<file path="src/hvn_isqrt.sv">
// Pipelined floor square root, one root bit per register stage, with side-band.
module hvn_isqrt #(
   parameter int W  = 54,
   parameter int SW = 1
) (
   input  logic            clock,
   input  logic            reset,
   input  logic            en,
   input  logic            in_valid,
   input  logic [W-1:0]    in_val,
   input  logic [SW-1:0]   in_side,
   output logic            out_valid,
   output logic [W/2-1:0]  out_root,
   output logic [SW-1:0]   out_side
);

   localparam int N  = W / 2;
   localparam int RW = N + 2;

   logic          vld_ff  [N];
   logic [W-1:0]  val_ff  [N];
   logic [RW-1:0] rem_ff  [N];
   logic [N-1:0]  root_ff [N];
   logic [SW-1:0] side_ff [N];

   for (genvar k = 0; k < N; k++) begin : g_stage
      logic          p_vld;
      logic [W-1:0]  p_val;
      logic [RW-1:0] p_rem;
      logic [N-1:0]  p_root;
      logic [SW-1:0] p_side;
      logic [RW-1:0] rem_sh;
      logic [RW-1:0] trial;
      logic [RW-1:0] rem_in;
      logic [N-1:0]  root_in;
      logic          ge;

      if (k == 0) begin : g_first
         assign p_vld  = in_valid;
         assign p_val  = in_val;
         assign p_rem  = '0;
         assign p_root = '0;
         assign p_side = in_side;
      end else begin : g_next
         assign p_vld  = vld_ff[k-1];
         assign p_val  = val_ff[k-1];
         assign p_rem  = rem_ff[k-1];
         assign p_root = root_ff[k-1];
         assign p_side = side_ff[k-1];
      end

      always_comb begin
         rem_sh  = {p_rem[RW-3:0], p_val[W-1 -: 2]};
         trial   = {p_root, 2'b01};
         ge      = (rem_sh >= trial);
         rem_in  = ge ? (rem_sh - trial) : rem_sh;
         root_in = {p_root[N-2:0], ge};
      end

      always_ff @(posedge clock) begin
         if (reset) begin
            vld_ff[k] <= 1'b0;
         end else if (en) begin
            vld_ff[k] <= p_vld;
         end
      end

      always_ff @(posedge clock) begin
         if (en) begin
            val_ff[k]  <= p_val << 2;
            rem_ff[k]  <= rem_in;
            root_ff[k] <= root_in;
            side_ff[k] <= p_side;
         end
      end
   end

   assign out_valid = vld_ff[N-1];
   assign out_root  = root_ff[N-1];
   assign out_side  = side_ff[N-1];

endmodule

</file>
<file path="config.mk">
export PLATFORM = sky130hd
export DESIGN_NAME = hvn_isqrt
export DESIGN_NICKNAME = d
export VERILOG_FILES = /design/src/hvn_isqrt.sv
export SDC_FILE = /design/constraint.sdc
export NUM_CORES = 2
export LEC_CHECK = 0
export BUFFER_PORTS_ARGS = -buffer_cell sky130_fd_sc_hd__clkbuf_2
export CAP_MARGIN = 5
export CORE_MARGIN = 4
export CORE_UTILIZATION = 55
export CTS_CLUSTER_DIAMETER = 100
export DETAILED_ROUTE_END_ITERATION = 10
export MAX_ROUTING_LAYER = met4
export PLACE_DENSITY_LB_ADDON = 0.15
export REMOVE_ABC_BUFFERS = 1
export SETUP_SLACK_MARGIN = 0.3
export SYNTH_ARGS = -nofsm -noshare
export SYNTH_HDL_FRONTEND = slang
export SYNTH_SLANG_ARGS = --single-unit
</file>
<file path="constraint.sdc">
create_clock -name clock -period 3.8 [get_ports clock]
set_clock_uncertainty 0.15 [all_clocks]
set_input_delay 0.38 -clock clock [delete_from_list [all_inputs] [get_ports clock]]
set_output_delay 0.38 -clock clock [all_outputs]
set_load 0.01 [all_outputs]
</file>
==> summary.md <==
| Metric | Value |
|---|---|
| Initial Util | 55.6% |
| Post-synth EDFFs | 1800 |
| Final Hold Viols | 0 |
| Worst endpoint required time | 4.19 ns |
| Clock latency on the worst-skew pair | 0.80 ns |
| Post-route cell area | 93300 µm² |
| Clk sinks | 1800 |
| CTS clock-pin slew for the worst setup and hold paths | roughly 0.060 ns |
| Nets | 7108 |
| Fraction of layout cells with a size suffix above 1 | 10.0% |
| Synth cell types | 81 |
| Worst Setup Start Kind | flop |
| Worst hold margin | 0.0898 ns |
| DRC viols | 0 |
| NetSw | about 0.015 W |
| Max stage delay cell, worst path | or4_4 |
| DIE AREA | around 160000 µm² |
| # setup viols final | 0 |
| Worst-path cell chain | or3_4, or4_4, or4_4, nor4_4, nand3_1, or3_4, nand3_4, nor3_1, xor2_1 |
| Placed Area | 86300 µm² |
| Top delay family on crit path | simple AND/OR/NAND/NOR gates |
| Vias/cell | 5.55 |
| Largest net degree at the start of global routing | approximately 110 |
| Clock group share of total power | 31.1% |
| Largest buffer count on any clock path | 3 |
| First DRT Iteration DRCs | approximately 3400 |
| Met1 Use GR | roughly 28% |
| Arrival time at the worst endpoint | 3.81 ns |
| Drt pass-1 iters | 5 |
| RSZ-0062 raised after global routing | true |
| Critical path class | reg2reg |
| Logic pwr share | 20.2% |
| Initial antenna violation count | 1 |
| Post-DP HPWL | 113000 µm |
| Area delta synth->final | 13.3% |
| Ys async rst share | 0% |
| Switch share | around 28% |
| Register area share after synthesis | between 60% and 70% |
| Root Driver | clkbuf_16 |
| GR Overflow Total | 0 |
| Slew Viols, Final | 0 |
| Min cycle time layout | 3.42 ns |
| Via count | 48377 |
| Status | complete, no violations |
| Die height | 395 µm |
| Max-cap violations | 0 |
| Port bufs | 87 |
| Most common cell in the netlist | edfxtp_1 |
| FMAX | about 290 MHz |
| Core Region | 148000 µm² |
| TritonCTS Buffers | 180 |
| CP Max Fanout | 8 |
| Detail Route Antenna Nets | 0 |
| Number of global-route vias before repair | between 40000 and 50000 |
| I/O pin count | 88 |
| Setup ws final | 0.382 ns |
| Reg power frac | 48.6% |
| GRT Util Overall | 20.6% |
| Syn Area/Cell | 13.2 µm² |
| Htree depth | 4 |
| Max-slew headroom | between 40% and 50% |
| Cell taking the most area after synthesis | edfxtp_1 |
| Std-Cell Rows | 141 |
| Ys flop type | edfxtp_1 |
| Routing usage on met3 | 2.85% |
| GPL Wtd Cong | between 0.8 and 0.9 |
| Die span in x | 395 µm |
| TritonCTS clock tree | done |
| Worst vdd ir | between 0.4 and 0.5 mV |
| Final period util | roughly 90% |
| M2 GR Usage | 33.0% |
| Ys Warns | 0 |
| Commonest cells post-synth | edfxtp_1, inv_1, nand2_1 |
| Bufs and invs on worst path | 0 |
| Place WS | 0.216 ns |
| Post-Syn Instances | 6259 |
| First-pass GRT wire length | 252000 µm |
| Post-Syn Area | 82400 µm² |
| Pint | 0.0395 W |
| Sum Neg Setup Slack | 0 ns |
| Synth Register Bits | 1800 |
| Total wire length | 158000 µm |
| Worst reg2reg setup slack | 0.38 ns |
| Drt wl/cell | 18.1 µm |
| LEAKAGE | between 30 and 40 nW |
| Hold WC Path Type | in2reg |
| Largest cells by area after synthesis | edfxtp_1, ha_1, xnor2_1 |
| Top Usage Layer GRT | met2 |
| Worst slew pin tran | 0.786 ns |
| Share of the synthesized area in the top cell type | 65.6% |
| Cell Pwr Density | approximately 590 nW/µm² |
| CP peak stage delay | 0.47 ns |
| Crit. End Element | flop |
path summary, 6_finish.rpt:
check	startpoint	to	cells after the start
setup / recovery	rem_ff[4][8]	rem_ff[5][23]	9
hold / removal	reset	vld_ff[23]	4
setup reg to reg	rem_ff[4][8]	rem_ff[5][23]	9
hold reg to reg	val_ff[4][84]	val_ff[5][34]	0
kinds of logic after synthesis:
kind of cell	after synthesis	synth area share, %
xor gates and xnor gates	546	5.81
other	1	0.00455
AOI/OAI and AO/OA	1248	9.33
DFF	1800	65.6
buffers and inverters	605	2.76
and+or+nand+nor	1597	9.54
muxes	55	0.743
adders and majority gates	407	6.18
metrics by stage:
stage / instances / util (%) / total power [W]
after global placement: 8307 / 58.2 / 0.0377
after floorplan: 6155 / - / 0.0341
after CTS: 8690 / 62.5 / 0.0551
after detailed placement: 8307 / 58.2 / 0.0378
final: 8716 / 62.9 / 0.0548
after global routing: 8716 / 62.9 / 0.0578
registers in the layout, indices dropped and copies added, names as in the netlist:
register and cells:
root_ff 378, vld_ff 27, val_ff 702, side_ff 27, rem_ff 666
layout by cell type (no fill, tap or decap), types with 22 or more instances in the layout:
master and count:
a211oi_1 24, a21o_1 152, a21oi_1 363, a31oi_1 37, and2_1 52, and3_1 35
buf_12 35, buf_4 122, clkbuf_1 39, clkbuf_16 180, clkbuf_2 86, clkinv_1 31
clkinv_2 39, dlygate4sd3_1 58, edfxtp_1 1800, ha_1 404, inv_1 498, mux2_2 48
nand2_1 444, nand2b_1 72, nand3_1 86, nand4_1 60, nor2_1 383, nor2b_1 52
nor3_1 134, nor4_1 58, o211ai_1 22, o21a_1 77, o21ai_0 334, o21bai_1 23
o31ai_1 37, or2_2 27, or3_1 66, or4_1 35, xnor2_1 280, xor2_1 266
power by group through the flow:
stage,combinational (W),clock [W],sequential [W]
4_1_cts,0.0109,0.0176,0.0267
3_3_place_gp,0.0106,0,0.0270
6_report,0.0111,0.0170,0.0266
3_5_place_dp,0.0108,0,0.0270
2_1_floorplan,0.00778,0,0.0264
5_1_grt,0.0124,0.0185,0.0269
area by class of cell:
| class | count | area [µm²] |
|---|---|---|
| well taps | 1930 | 2410 |
| clock buffers | 219 | 4650 |
| multi-input cells | 3855 | 26500 |
| diodes | 1 | 2.50 |
| repair buffers | 304 | 2680 |
| inverters | 501 | 1900 |
| clock inverters | 106 | 1080 |
| flip-flops and latches | 1800 | 54100 |
| fillers | 11184 | 54900 |
tightest hold or removal path: cells and delay by family:
| kind | cells | cell delay (ns) |
|---|---|---|
| buffers and inverters | 2 | 0.29 |
| and+or+nand+nor | 2 | 0.21 |
what timing repair did:
item                                   CTS  global route
gates cloned                             0             1
hold buffers                            58             0
resized for setup                       12            84
setup buffers                            0            24
setup endpoints to repair               40           243
pin swaps                                0            14
endpoints found under the hold margin  116             0
layer usage:
metal | part of all wire, % | up-vias
li1 | - | 23891
met1 | 45 | 23294
met2 | 48 | 922
met3 | 4.0 | 270
met4 | 3.0 | 0
met5 | 0 | -
(Power assumes the default switching activity.)
